$ cat src/rtl/asd_pkg.sv
// ----------------------------------------------------------------------------
// asd_pkg
// shared widths, register indexes and code conversion for the scan deframer
// ----------------------------------------------------------------------------
package asd_pkg;

    localparam int MAX_SLOTS   = 8;
    localparam int SLOT_W      = $clog2(MAX_SLOTS);
    localparam int CNT_W       = 4;
    localparam int CHAN_W      = 3;
    localparam int CODE_W      = 12;
    localparam int MV_W        = 15;
    localparam int SCAN_W      = 32;
    localparam int CFG_W       = 24;
    localparam int CFG_IDX_W   = 1;
    localparam int IN_TDATA_W  = 8;
    localparam int OUT_TDATA_W = 64;

    localparam logic [CFG_IDX_W-1:0] REG_ACTIVE_CHANNELS = 1'd0;
    localparam logic [CFG_IDX_W-1:0] REG_SCAN_LIST       = 1'd1;

    localparam logic [MV_W-1:0] MV_OFFSET  = 15'd10000;
    localparam logic [11:0]     FULL_SCALE = 12'd2047;

    // floor(code * 10000 / 2047) - 10000, division folded on 2047 = 2^11 - 1
    function automatic logic [MV_W-1:0] f_to_mv(input logic [CODE_W-1:0] code);
        logic [25:0]     x;
        logic [14:0]     a;
        logic [15:0]     s;
        logic [4:0]      a2;
        logic [11:0]     s2;
        logic [MV_W-1:0] q;
        x  = 26'(code) * 26'd10000;
        a  = x[25:11];
        s  = 16'(a) + 16'(x[10:0]);
        a2 = s[15:11];
        s2 = 12'(a2) + 12'(s[10:0]);
        q  = a + 15'(a2) + ((s2 >= FULL_SCALE) ? 15'd1 : 15'd0);
        return q - MV_OFFSET;
    endfunction

endpackage

$ cat src/rtl/adc_scan_stream_deframer_unit.sv
// ----------------------------------------------------------------------------
// adc_scan_stream_deframer_unit
// pairs converter bytes into words and emits one sample per word
// ----------------------------------------------------------------------------
// slave channel takes one converter byte per beat; master channel gives one
// sample per completed word (low byte then high byte). scan start words carry
// bit 0 of the low byte clear, other words carry it set.
// a byte is taken in every cycle while the output register is empty or being
// drained; a sample shows up in the cycle after its high byte is accepted,
// and the deframer sustains one byte per cycle while the receiver keeps up.
// two beats make one word, which sets the sample rate; a draining result
// register frees s_axis_tready in the same cycle.
// a bad sync bit at scan start makes the block hunt for a byte with bit 0
// clear, drop the rest of that scan, and restart the scan count at zero.
// when the receiver stalls, the held sample stays put and s_axis_tready drops
// until it is taken.
// reset is synchronous: the block comes up aligned, one word per scan, scan
// list zero, no sample pending. config writes belong in idle periods.
// ----------------------------------------------------------------------------
module adc_scan_stream_deframer_unit
    import asd_pkg::*;
(
    input  logic                    i_clk,
    input  logic                    i_rst_n,
    input  logic                    i_cfg_we,
    input  logic [CFG_IDX_W-1:0]    i_cfg_index,
    input  logic [CFG_W-1:0]        i_cfg_wdata,
    input  logic                    s_axis_tvalid,
    output logic                    s_axis_tready,
    input  logic [IN_TDATA_W-1:0]   s_axis_tdata,   // rx_byte[7:0]
    output logic                    m_axis_tvalid,
    input  logic                    m_axis_tready,
    // channel[2:0], raw_code[14:3], millivolts[29:15], scan_number[61:30], zero
    output logic [OUT_TDATA_W-1:0]  m_axis_tdata,
    output logic                    m_axis_tlast,   // last_in_scan
    output logic                    m_axis_tuser    // sync_error
);

    typedef enum logic [1:0] {
        ST_ALIGNED  = 2'd0,
        ST_HUNTING  = 2'd1,
        ST_SKIPPING = 2'd2
    } t_mode;

    t_mode               r_mode, n_mode;
    logic                r_phase, n_phase;
    logic [7:0]          r_low, n_low;
    logic [SLOT_W-1:0]   r_slot, n_slot;
    logic [CNT_W-1:0]    r_skip, n_skip;
    logic [SCAN_W-1:0]   r_scan, n_scan;
    logic [CNT_W-1:0]    r_active;
    logic [CFG_W-1:0]    r_scan_list;

    logic                r_out_valid, n_out_valid;
    logic [CHAN_W-1:0]   r_chan, n_chan;
    logic [CODE_W-1:0]   r_code, n_code;
    logic [MV_W-1:0]     r_mv, n_mv;
    logic [SCAN_W-1:0]   r_out_scan, n_out_scan;
    logic                r_last, n_last;
    logic                r_err, n_err;

    logic                in_beat;
    logic [CNT_W-1:0]    words;
    logic [7:0]          rx;
    logic [CODE_W-1:0]   code;
    logic                last;

    assign s_axis_tready = !r_out_valid || m_axis_tready;
    assign in_beat       = s_axis_tvalid && s_axis_tready;
    assign rx            = s_axis_tdata;

    always_comb begin
        if (r_active == '0) begin
            words = CNT_W'(1);
        end else if (r_active > CNT_W'(MAX_SLOTS)) begin
            words = CNT_W'(MAX_SLOTS);
        end else begin
            words = r_active;
        end
    end

    assign code = {rx[7:1], r_low[7:3]};
    assign last = (CNT_W'(r_slot) + CNT_W'(1)) >= words;

    always_comb begin
        n_mode      = r_mode;
        n_phase     = r_phase;
        n_low       = r_low;
        n_slot      = r_slot;
        n_skip      = r_skip;
        n_scan      = r_scan;
        n_out_valid = r_out_valid && !m_axis_tready;
        n_chan      = r_chan;
        n_code      = r_code;
        n_mv        = r_mv;
        n_out_scan  = r_out_scan;
        n_last      = r_last;
        n_err       = r_err;
        if (in_beat) begin
            unique case (r_mode)
                ST_SKIPPING: begin
                    n_skip = r_skip - CNT_W'(1);
                    if (n_skip == '0) begin
                        n_mode  = ST_ALIGNED;
                        n_phase = 1'b0;
                        n_slot  = '0;
                        n_scan  = '0;
                    end
                end
                ST_HUNTING: begin
                    if (!rx[0]) begin
                        n_skip = CNT_W'({words, 1'b0} - 5'd1);
                        n_mode = ST_SKIPPING;
                    end
                end
                ST_ALIGNED: begin
                    if (!r_phase) begin
                        if (r_slot == '0 && rx[0]) begin
                            n_mode = ST_HUNTING;
                        end else begin
                            n_low   = rx;
                            n_phase = 1'b1;
                        end
                    end else begin
                        n_out_valid = 1'b1;
                        n_chan      = r_scan_list[5'(r_slot) * 5'd3 +: CHAN_W];
                        n_code      = code;
                        n_mv        = f_to_mv(code);
                        n_out_scan  = r_scan;
                        n_last      = last;
                        n_err       = (r_slot != '0) && !r_low[0];
                        n_phase     = 1'b0;
                        if (last) begin
                            n_slot = '0;
                            n_scan = r_scan + SCAN_W'(1);
                        end else begin
                            n_slot = r_slot + SLOT_W'(1);
                        end
                    end
                end
                default: begin
                    n_mode = ST_HUNTING;
                end
            endcase
        end
    end

    always_ff @(posedge i_clk) begin
        if (!i_rst_n) begin
            r_mode      <= ST_ALIGNED;
            r_phase     <= 1'b0;
            r_low       <= '0;
            r_slot      <= '0;
            r_skip      <= '0;
            r_scan      <= '0;
            r_active    <= CNT_W'(1);
            r_scan_list <= '0;
            r_out_valid <= 1'b0;
            r_chan      <= '0;
            r_code      <= '0;
            r_mv        <= '0;
            r_out_scan  <= '0;
            r_last      <= 1'b0;
            r_err       <= 1'b0;
        end else begin
            r_mode      <= n_mode;
            r_phase     <= n_phase;
            r_low       <= n_low;
            r_slot      <= n_slot;
            r_skip      <= n_skip;
            r_scan      <= n_scan;
            r_out_valid <= n_out_valid;
            r_chan      <= n_chan;
            r_code      <= n_code;
            r_mv        <= n_mv;
            r_out_scan  <= n_out_scan;
            r_last      <= n_last;
            r_err       <= n_err;
            if (i_cfg_we) begin
                unique case (i_cfg_index)
                    REG_ACTIVE_CHANNELS: r_active    <= i_cfg_wdata[CNT_W-1:0];
                    REG_SCAN_LIST:       r_scan_list <= i_cfg_wdata;
                    default:             r_active    <= r_active;
                endcase
            end
        end
    end

    assign m_axis_tvalid = r_out_valid;
    assign m_axis_tdata  = {2'b00, r_out_scan, r_mv, r_code, r_chan};
    assign m_axis_tlast  = r_last;
    assign m_axis_tuser  = r_err;

endmodule

$ cat config.mk
export PLATFORM = sky130hd
export DESIGN_NAME = adc_scan_stream_deframer_unit
export DESIGN_NICKNAME = d
export VERILOG_FILES = /design/src/rtl/asd_pkg.sv /design/src/rtl/adc_scan_stream_deframer_unit.sv
export SDC_FILE = /design/constraint.sdc
export NUM_CORES = 1
export LEC_CHECK = 0
export BUFFER_PORTS_ARGS = -buffer_cell sky130_fd_sc_hd__buf_4
export CORE_MARGIN = 3
export CORE_UTILIZATION = 40
export DETAILED_ROUTE_END_ITERATION = 10
export HOLD_SLACK_MARGIN = 0.06
export SYNTH_ARGS = -nofsm -noshare
export SYNTH_HDL_FRONTEND = slang
export SYNTH_SLANG_ARGS = --single-unit
$ cat constraint.sdc
create_clock -name i_clk -period 10.9 [get_ports i_clk]
set_input_delay 2.725 -clock i_clk [delete_from_list [all_inputs] [get_ports i_clk]]
set_output_delay 2.725 -clock i_clk [all_outputs]
set_load 0.05 [all_outputs]
# [Word-level counts from Yosys, hierarchy flattened]
# Cells that the tools add are included.
[op_classes] n_addsub=10 n_mul=2 n_lt_le_gt_ge=3 eq_ne=8 n_shift=1 n_mux=25 bitwise=3 n_reduce_logical=24
[op_table] op="$mux W32" count=3
[op_table] op="$pmux W32 S2" count=1
[op_table] op="$add A32 B1 Y32 const B" count=1
[op_table] op="$shiftx A24 B6 Y3" count=1
[op_table] op="$mul A12 B10 Y22 const B" count=1
[op_table] op="$add A15 B11 Y16" count=1
[op_table] op="$add A15 B1 Y15" count=1
[op_table] op="$add A15 B5 Y15" count=1
[op_table] op="$sub A15 B14 Y15 const B" count=1
[op_table] op="$add A5 B11 Y12" count=1
[op_table] op="$ge A12 B11 Y1 const B" count=1
[op_table] op="$mux W4" count=3
[op_table] op="$ne A2 B2 Y1 const B" count=6
[op_table] op="$reduce_and A5 Y1" count=2
[op_table] op="$mux W3" count=3
[op_table] op="$reduce_and A3 Y1" count=3
[op_table] op="$logic_not A4 Y1" count=2
[op_table] op="$mux W2" count=4
[op_table] op="$pmux W4 S2" count=1
[op_table] op="$reduce_and A4 Y1" count=2
[op_table] op="$sub A4 B1 Y4 const B" count=2
[op_table] op="$mux W1" count=7
[op_table] op="$pmux W2 S3" count=1
[op_table] op="$pmux W3 S2" count=1
[op_table] op="other kinds (17)" count=26
[totals] reg_bits=143 inputBits=38 word_cells=91

# [Logic depth before layout (Yosys ltp)]
# Gate-level depths: netlist of the first run.
[logic_depth] depth_word=7 ltp_mapped=45 mapped_depth_nobuf=45

# [Worst setup path after synthesis of the first run]
# No wires, ideal clock.
[synth_path] kind="input to register" startpoint="in s_axis_tdata[1]" endpoint="reg r_mv[9]" arrival_ps=10908 path_slack_ps=-140 cell_stages=42 path_buffers=0 path_cell_list="inv_1 -> fa_1 -> inv_1 -> ha_1 -> inv_1 -> fa_1 -> inv_1 -> ha_1 -> inv_1 -> fa_1 -> inv_1 -> ha_1 -> a21o_1 -> a211o_1 -> o21ai_1 -> a31oi_1 -> xnor2_1 -> inv_1 -> [6 not listed] -> nand3_1 -> nand2_1 -> a21oi_1 -> nor2b_1 -> o311ai_0 -> nand2_1 -> and4_1 -> fa_1 -> ha_1 -> fa_1 -> nor2b_1 -> o21ai_0 -> a21oi_1 -> o21ai_0 -> a22oi_1 -> or3_1 -> nand3_1 -> a21oi_1"
[synth_between] elab_chain_len=7
[synth_lines] item="start, declared" line="adc_scan_stream_deframer_unit.sv:30" source="input logic [IN_TDATA_W-1:0] s_axis_tdata,"
[synth_lines] item="$mul A12 B10 Y22 (*)" line="asd_pkg.sv:33" source="x = 26'(code) * 26'd10000;"
[synth_lines] item="$add A15 B11 Y16" line="asd_pkg.sv:35" source="s = 16'(a) + 16'(x[10:0]);"
[synth_lines] item="$add A5 B11 Y12" line="asd_pkg.sv:37" source="s2 = 12'(a2) + 12'(s[10:0]);"
[synth_lines] item="$ge A12 B11 Y1" line="asd_pkg.sv:38" source="q = a + 15'(a2) + ((s2 >= FULL_SCALE) ? 15'd1 : 15'd0);"
[synth_lines] item="$mux W1" line="asd_pkg.sv:38"
[synth_lines] item="$add A15 B1 Y15 (*)" line="asd_pkg.sv:38"
[synth_lines] item="$sub A15 B14 Y15 (*)" line="asd_pkg.sv:39" source="return q - MV_OFFSET;"
[synth_lines] item="end signal, assigned" line="adc_scan_stream_deframer_unit.sv:175" source="r_mv <= n_mv;"
[synth_lines] item="end, declared" line="adc_scan_stream_deframer_unit.sv:57" source="logic [MV_W-1:0] r_mv, n_mv;"
# Every way passes the cells marked *; elsewhere a longest branch is shown, timed or not.
# A chain may end at the register's enable or synchronous reset.

# [Final worst setup path of the first run]
[layout_path] startpoint="in s_axis_tdata[2]" endpoint="reg r_mv[9]"
# The elaborated chain is that of the path after synthesis.

==> metrics.txt, run 1 <==
status=finished clean; setup TNS=0 ns; IO Port Bufs=103; Max clock buf depth=2; Detailed Routing Iterations Pass 1=5; routed length per instance=14.82 um; Reg-to-Reg End=r_mv[9]; Max-slew headroom=0.2864; ANT nets after route=0; Final Net Count=1405; Hold Path End=r_out_scan[19]; async set-reset flop share out of synthesis=0; pwr/cell area=240.3 nW/um2; Antenna diodes=0; Post-Syn Area=9076 um2; Area growth syn-to-layout=25.93%; largest net degree at the start of global routing=65; drt via density=5.079; DP Worst Slack=-0.4303 ns; Remaining DRCs=0; final setup fails=0; peak supply drop=0.0001315 V; worst stage delay on the critical path=0.52 ns; first-pass GRT wire length=36.59 mm; num ports=106; vias=7801; Routed WL=22.76 mm; Syn Inst Count=1089; Site Rows=54; CTS root buffer=clkbuf_16; CTS tree=done; worst min-delay path class=register to register; share of layout cells above drive strength 1=0.2245; HP Start=r_out_scan[19]; commonest non-fill, non-tap cells in the layout=190 x nand2_1, 179 x buf_4, 141 x dfxtp_1; final-report hold violation count=0; Hold Path Stages=2; commonest non-fill, non-tap cell in the layout=nand2_1; die height=156.6 um; Final WS setup=0.3445 ns; vias in the first global route=7364; main flop type after synthesis=dfxtp_1; Fill cells=2129; Final period util=0.9684; Clock Sinks=141; clock slew at reported path FFs=0.06 ns; clk_lat worst skew=0.43 ns; GP Congestion=0.8709; syn_area_per_cell=8.334 um2; Worst setup SP type=input port; Post-synth EDFFs=0; LEAKAGE=0.005018 uW; Final HPWL DP=16.89 mm; FF-to-FF setup slack=2.07 ns; Yosys warnings=0; Netlist cell types=73; Die W=156.6 um; Pins Over Slew Limit=0; Final min period=10.56 ns; # Max-Cap Violations=0; Crit Reg-Reg Startpoint=r_low[6]; grt ovf=0; Seq/Total Area, Yosys=0.3110; endpoint class of the critical path=register; die area=24530 um2; htree depth=4; Initial Util=0.4121; WP data arrival=10.82 ns; initial antenna violation count=0; Starting DRT DRC Count=320; worst path required time=11.17 ns; Seq cells post-synth=141; maximum fanout along the worst path=4; total CTS buffers=17; Crit-path slowest cell=fa_1; Worst Skew=0.01309 ns; actual slew at the worst max-slew pin=1.068 ns; Tot GR Track Use=0.1843; Max Freq=94.74 MHz; worst-case reg-to-reg path depth=43; crit path kind=input port to register; total core area=22030 um2
## worst max-delay path by stage
stage	endpoint	from	cells past startpoint
after detailed placement	r_mv[9]	s_axis_tdata[1]	44
after global routing	r_mv[9]	s_axis_tdata[2]	43
after CTS	r_mv[9]	s_axis_tdata[1]	44
final	r_mv[9]	s_axis_tdata[2]	41
after floorplan	r_mv[9]	s_axis_tdata[1]	43
after global placement	r_mv[9]	s_axis_tdata[1]	44
## per-layer routing
layer / track usage / part of all wire
met5: 0 / 0
met4: 0.04419 / 0.013
met3: 0.03899 / 0.042
met2: 0.2952 / 0.45
met1: 0.2554 / 0.49
## kinds of logic after synthesis
family / Yosys count / synth area share
mux: 22 / 0.03281
fa+ha+maj: 124 / 0.1949
other cells: 1 / 0.0004132
flops: 141 / 0.3110
xor+xnor: 61 / 0.06052
compound gates: 200 / 0.1337
simple gates: 389 / 0.2031
buf+inv: 151 / 0.06355
## through the flow
stage | hold WS (ns) | cell area, um2 | total power [uW] | utilization | std cells
detailed placement | 0.4459 | 10580 | 2007 | 0.4804 | 1496
CTS | 0.4554 | 11190 | 2622 | 0.5080 | 1528
finish | 0.4527 | 11430 | 2747 | 0.5189 | 1536
global placement | 0.4410 | 10580 | 2000 | 0.4804 | 1496
global route | 0.4746 | 11430 | 2950 | 0.5189 | 1536
floorplan | 0.4331 | 9115 | 1491 | - | 1090
## critical path: cells and delay by family
kind / cells / cell delay [ns]
compound gates: 11 / 1.84
xor+xnor: 2 / 0.39
fa+ha+maj: 11 / 3.83
buf+inv: 9 / 0.66
simple gates: 8 / 1.39
## cell usage after synthesis, types with 5 or more instances
cell | n | area (um2)
clkbuf_1 | 41 | 153.9
mux2i_1 | 14 | 140.1
a21o_1 | 10 | 75.07
nor2_1 | 72 | 270.3
o21ai_0 | 24 | 120.1
xnor2_1 | 30 | 262.8
and3_1 | 8 | 50.05
nand4_1 | 14 | 87.58
nand3_1 | 21 | 105.1
ha_1 | 95 | 1189
nand2b_1 | 8 | 50.05
nor4_1 | 10 | 62.56
a31oi_1 | 6 | 37.54
nor2b_1 | 11 | 68.82
nand2_1 | 190 | 713.2
a21oi_1 | 113 | 565.5
mux4_2 | 6 | 135.1
nor3b_1 | 5 | 37.54
or2_2 | 5 | 31.28
a211oi_1 | 8 | 60.06
fa_1 | 29 | 580.6
inv_1 | 105 | 394.1
xor2_1 | 30 | 262.8
nor3_1 | 16 | 80.08
dfxtp_1 | 141 | 2823
or3_1 | 6 | 37.54
## state kept, by name (all words and copies together), names as in the netlist
signal / flops
m_axis_tlast: 1
r_slot: 3
r_scan_list: 24
r_scan: 32
m_axis_tuser: 1
r_low: 6
r_skip: 4
m_axis_tvalid: 1
r_out_scan: 32
r_phase: 1
r_mv: 15
r_code: 12
r_chan: 3
r_active: 4
r_mode: 2
## area by class of cell
type	instances	area (um2)	share of cell area
inverter	106	402.9	0.03525
multi-input combinational	798	5909	0.5170
tap	280	350.3	0.03065
clock inverter	13	147.6	0.01292
sequential	141	2823	0.2470
clock buffer	19	452.9	0.03963
timing repair buffer	179	1344	0.1176
## power breakdown
| part | internal, uW | total, uW | switching, uW |
|---|---|---|---|
| Clock | 336 | 593 | 257 |
| Combinational | 765 | 1600 | 839 |
| Sequential | 534 | 549 | 15.3 |
| Total | 1640 | 2750 | 1110 |
## repair_timing
| item | in CTS | in global routing |
|---|---|---|
| gates resized for setup | 1 | 44 |
| pin swaps | 0 | 20 |
| setup buffers | 0 | 8 |
| endpoints found under the setup margin | 1 | 9 |
| endpoints found under the hold margin | 0 | 0 |
| hold buffers | 0 | 0 |
(Power assumes the default switching activity.)
==> run 2, diff against run 1 <==
- CORE_UTILIZATION: 40 -> 50
- PLACE_DENSITY: default -> 0.73
==> run 2 against run 1 <==
Against the previous run:
- maximum frequency barely moved
- worst hold slack got worse by 0.0013 ns
- die area fell by 19%
- first-iteration DRC count rose by 29%
- register-to-register slack improved by 0.05 ns
- cell count fell by 3.5%
- critical path type unchanged
- highest routed layer unchanged
==> metrics.txt, run 2 (same netlist as run 1, synthesis figures left out) <==
vias in the first global route=7432; Most common cell on crit path=inv_2; routing usage on met3=0.04071; Worst Skew=0.007345 ns; pwr/cell area=245.8 nW/um2; maximum fanout along the worst path=4; routed length per instance=14.86 um; Pins Over Slew Limit=0; commonest non-fill, non-tap cell in the layout=nand2_1; commonest non-fill, non-tap cells in the layout=190 x nand2_1, 177 x buf_4, 141 x dfxtp_1; endpoint class of the critical path=register; Final Net Count=1406; share of layout cells above drive strength 1=0.2315; peak supply drop=0.0001624 V; Die W=140.7 um; Area growth syn-to-layout=25.97%; ANT nets after route=0; Worst setup SP type=input port; GR peak layer=met2; CTS tree=done; crit path kind=input port to register; total CTS buffers=17; GP Congestion=0.8847; clock slew at reported path FFs=0.06 ns; Final WS setup=0.3377 ns; total core area=17540 um2; clk_lat worst skew=0.42 ns; Initial Util=0.5176; Clock Sinks=141; Max clock buf depth=2; Largest regs=r_out_scan: 32 flops, r_scan: 32 flops, r_scan_list: 24 flops; status=finished clean; vias=7848; RSZ-0062 raised after global routing=yes; grt ovf=0; final-report hold violation count=0; worst hold slack=0.4514 ns; worst stage delay on the critical path=0.54 ns; CTS Hold Bufs=0; drt via density=5.296; Max Freq=94.68 MHz; Crit-path slowest cell=fa_1; num ports=106; post-placement cell count=1436; Starting DRT DRC Count=413; DP Worst Slack=-0.5440 ns; worst path required time=11.22 ns; first-pass GRT wire length=36.15 mm; die height=140.7 um; Antenna diodes=0; worst min-delay path class=register to register; initial antenna violation count=0; actual slew at the worst max-slew pin=1.108 ns; GR Layer Usage met1=0.3035; Detailed Routing Iterations Pass 1=6; LEAKAGE=0.005012 uW; GR met2 Demand/Resource=0.3536; total power=2810 uW; final setup fails=0; Max-slew headroom=0.2611; # Max-Cap Violations=0; final std cells w/o fill=1482; Routed WL=22.03 mm; Remaining DRCs=0; CTS root buffer=clkbuf_16; WP data arrival=10.88 ns; Final min period=10.56 ns; Final HPWL DP=15.99 mm; htree depth=4; Tot GR Track Use=0.2214; Site Rows=48; largest net degree at the start of global routing=107; die area=19800 um2; IO Port Bufs=103; Final period util=0.9690
-- run 2: path summary, 6_finish.rpt --
| kind | start | to | slack, ns | depth (start not counted) |
|---|---|---|---|---|
| worst min-delay path | r_scan_list[14] | r_scan_list[14] | 0.45 | 2 |
| worst max register to register | r_low[7] | r_mv[14] | 2.12 | 42 |
| worst max-delay path | s_axis_tdata[2] | r_mv[14] | 0.34 | 43 |
| worst min register to register | r_scan_list[14] | r_scan_list[14] | 0.45 | 2 |
-- run 2: power breakdown --
group / switching (uW) / internal, uW
Sequential: 15.7 / 534
Clock: 236 / 348
Combinational: 870 / 805
-- run 2: critical path: cells and delay by family --
kind                       cells  cell delay [ns]
xor gates and xnor gates       3             0.55
AOI/OAI and AO/OA             13             2.45
adders and majority gates     11             3.63
buffers and inverters         12             0.82
and+or+nand+nor                4             0.70
-- run 2: stage by stage --
stage                     utilization  setup TNS, ns  cell area, um2
after floorplan                     -              0            9115
after detailed placement       0.5973         -3.226           10480
after CTS                      0.6315              0           11070
after global routing           0.6520        -0.1506           11430
final                          0.6520              0           11430
after global placement         0.5973        -0.6487           10480
-- run 2: final cells by class --
type	count	area, um2
flip-flops and latches	141	2823
fillers	1511	6103
clock inverters	9	97.59
well taps	225	281.5
multi-input cells	798	5963
repair buffers	180	1366
inverters	106	404.1
clock buffers	23	498.0
-- run 2: what timing repair did --
action | CTS | global route
buffers inserted | 0 | 14
gates cloned | 0 | 0
endpoints found under the setup margin | 4 | 10
gates resized for setup | 2 | 55
pin swaps | 0 | 45
-- run 2: layer usage --
layer,part of all wire,up-vias
li1,-,3983
met1,0.47,3647
met2,0.47,185
met3,0.049,33
met4,0.018,0
met5,0,-
==> run 3, diff against run 2 <==
- REMOVE_ABC_BUFFERS: default -> 1
==> run 3 against run 2 <==
Against the previous run:
- cell count increased by 0.40%
- non-clock buffer count increased by 7
- utilization decreased by 0.10 points
- clock power increased by 10%
- largest cell class unchanged
- largest power group unchanged
==> metrics.txt, run 3 (same netlist as run 1, synthesis figures left out) <==
drt via density=5.314; clk_lat worst skew=0.43 ns; WP data arrival=10.96 ns; Final WS setup=0.2446 ns; Final period util=0.9776; worst hold slack=0.4518 ns; Remaining DRCs=0; CTS tree=done; # Max-Cap Violations=0; GP Congestion=0.9073; FF-to-FF setup slack=2.04 ns; CP Depth=45; CTS root buffer=clkbuf_16; Hold Path Stages=2; Largest regs=r_out_scan: 32 flops, r_scan: 32 flops, r_scan_list: 24 flops; family with the most delay on the worst path=adder cells; Worst setup SP type=input port; total core area=17540 um2; vias in the first global route=7628; htree depth=4; actual slew at the worst max-slew pin=1.117 ns; Tot GR Track Use=0.2186; share of layout cells above drive strength 1=0.2217; worst path required time=11.21 ns; die height=140.7 um; largest net degree at the start of global routing=95; Clock Sinks=141; Starting DRT DRC Count=448; crit path kind=input port to register; routed length per instance=14.74 um; commonest non-fill, non-tap cell in the layout=nand2_1; endpoint class of the critical path=register; Final HPWL DP=15.75 mm; vias=7907; DP Worst Slack=-0.4479 ns; Final min period=10.66 ns; Max clock buf depth=2; Final Cell Area=11420 um2; Pins Over Slew Limit=0; final-report hold violation count=0; worst stage delay on the critical path=0.53 ns; Site Rows=48; Crit. Startpoint=s_axis_tdata[1]; first-pass GRT wire length=35.95 mm; Worst Skew=0.01770 ns; peak supply drop=0.0002504 V; Die W=140.7 um; status=finished clean; num ports=106; Area growth syn-to-layout=25.78%; ANT nets after route=0; Worst Path Buf+Inv=9; Detailed Routing Iterations Pass 1=5; Antenna diodes=0; HP Start=r_scan_list[8]; Routed WL=21.94 mm; worst min-delay path class=register to register; DP Area=10580 um2; Core Util, Final=0.6510; final setup fails=0; Max-slew headroom=0.2537; Max Freq=93.85 MHz; pwr/cell area=245.7 nW/um2; maximum fanout along the worst path=4; Crit-path slowest cell=fa_1; Initial Util=0.5176; clock slew at reported path FFs=0.06 ns; initial antenna violation count=0; Crit Reg-Reg Startpoint=r_low[6]; IO Port Bufs=103; total power=2805 uW; total CTS buffers=17; commonest non-fill, non-tap cells in the layout=190 x nand2_1, 187 x buf_4, 141 x dfxtp_1; Final Net Count=1413; die area=19800 um2; worst-case reg-to-reg path depth=43; LEAKAGE=0.005086 uW; grt ovf=0
==> run 3: cell count changes in the layout (fill, tap and decap cells not counted), moves of 2 or more <==
cell	delta
buf_4	+10
inv_1	+8
ha_1	+6
ha_4	-6
inv_2	-6
bufinv_16	+4
clkbuf_8	-3
buf_6	-2
clkinvlp_4	-2
fa_1	+2
fa_2	-2
inv_4	-2
nor2b_1	-2
nor2b_2	+2
==> run 3: final timing paths <==
kind	end
max	r_mv[9]
min reg2reg	r_scan_list[8]
min	r_scan_list[8]
max reg2reg	r_mv[9]
==> run 3: power breakdown <==
part | leakage, uW | internal [uW] | total, uW | switching, uW
Sequential | 0.00114 | 534 | 549 | 14.8
Combinational | 0.00362 | 776 | 1610 | 834
Clock | 0.000324 | 420 | 646 | 226
Total | 0.00509 | 1730 | 2810 | 1080
==> run 3: repair_timing <==
action / in CTS / in global routing
buffers inserted: 0 / 2
resized for setup: 1 / 35
endpoints found under the setup margin: 3 / 9
hold buffers: 0 / 0
cloned: 0 / 0
pin swaps: 0 / 13
==> run 3: layout make-up <==
cell class / count / area, um2
well taps: 225 / 281.5
flip-flops and latches: 141 / 2823
multi-input cells: 798 / 5848
repair buffers: 187 / 1404
clock buffers: 19 / 452.9
clock inverters: 12 / 207.7
fillers: 1452 / 6121
inverters: 106 / 399.1
==> run 3: layer usage <==
metal / up-vias / GRT usage / routed length (um) / part of all wire
met5: - / 0 / 0 / 0
met4: 0 / 0.05966 / 314 / 0.014
met3: 20 / 0.03460 / 766 / 0.035
met2: 135 / 0.3942 / 11340 / 0.52
met1: 3759 / 0.2706 / 9519 / 0.43
li1: 3993 / - / - / -
==> run 3: worst register-to-register path, delay by kind of cell, from the launching register on <==
family / cells / cell delay, ns
buffers and inverters: 7 / 0.73
adder cells (fa/ha/maj): 11 / 3.89
flip-flops: 1 / 0.54
AND/OR/NAND/NOR: 10 / 1.54
XOR/XNOR: 3 / 0.42
AO/OA/AOI/OAI: 12 / 1.64
==> run 3: per-stage QoR <==
step | cells | setup TNS (ns)
2_1_floorplan | 1045 | -0.4458
3_3_place_gp | 1455 | -1.150
3_5_place_dp | 1455 | -2.232
4_1_cts | 1486 | 0
5_1_grt | 1488 | -0.4946
6_report | 1488 | 0
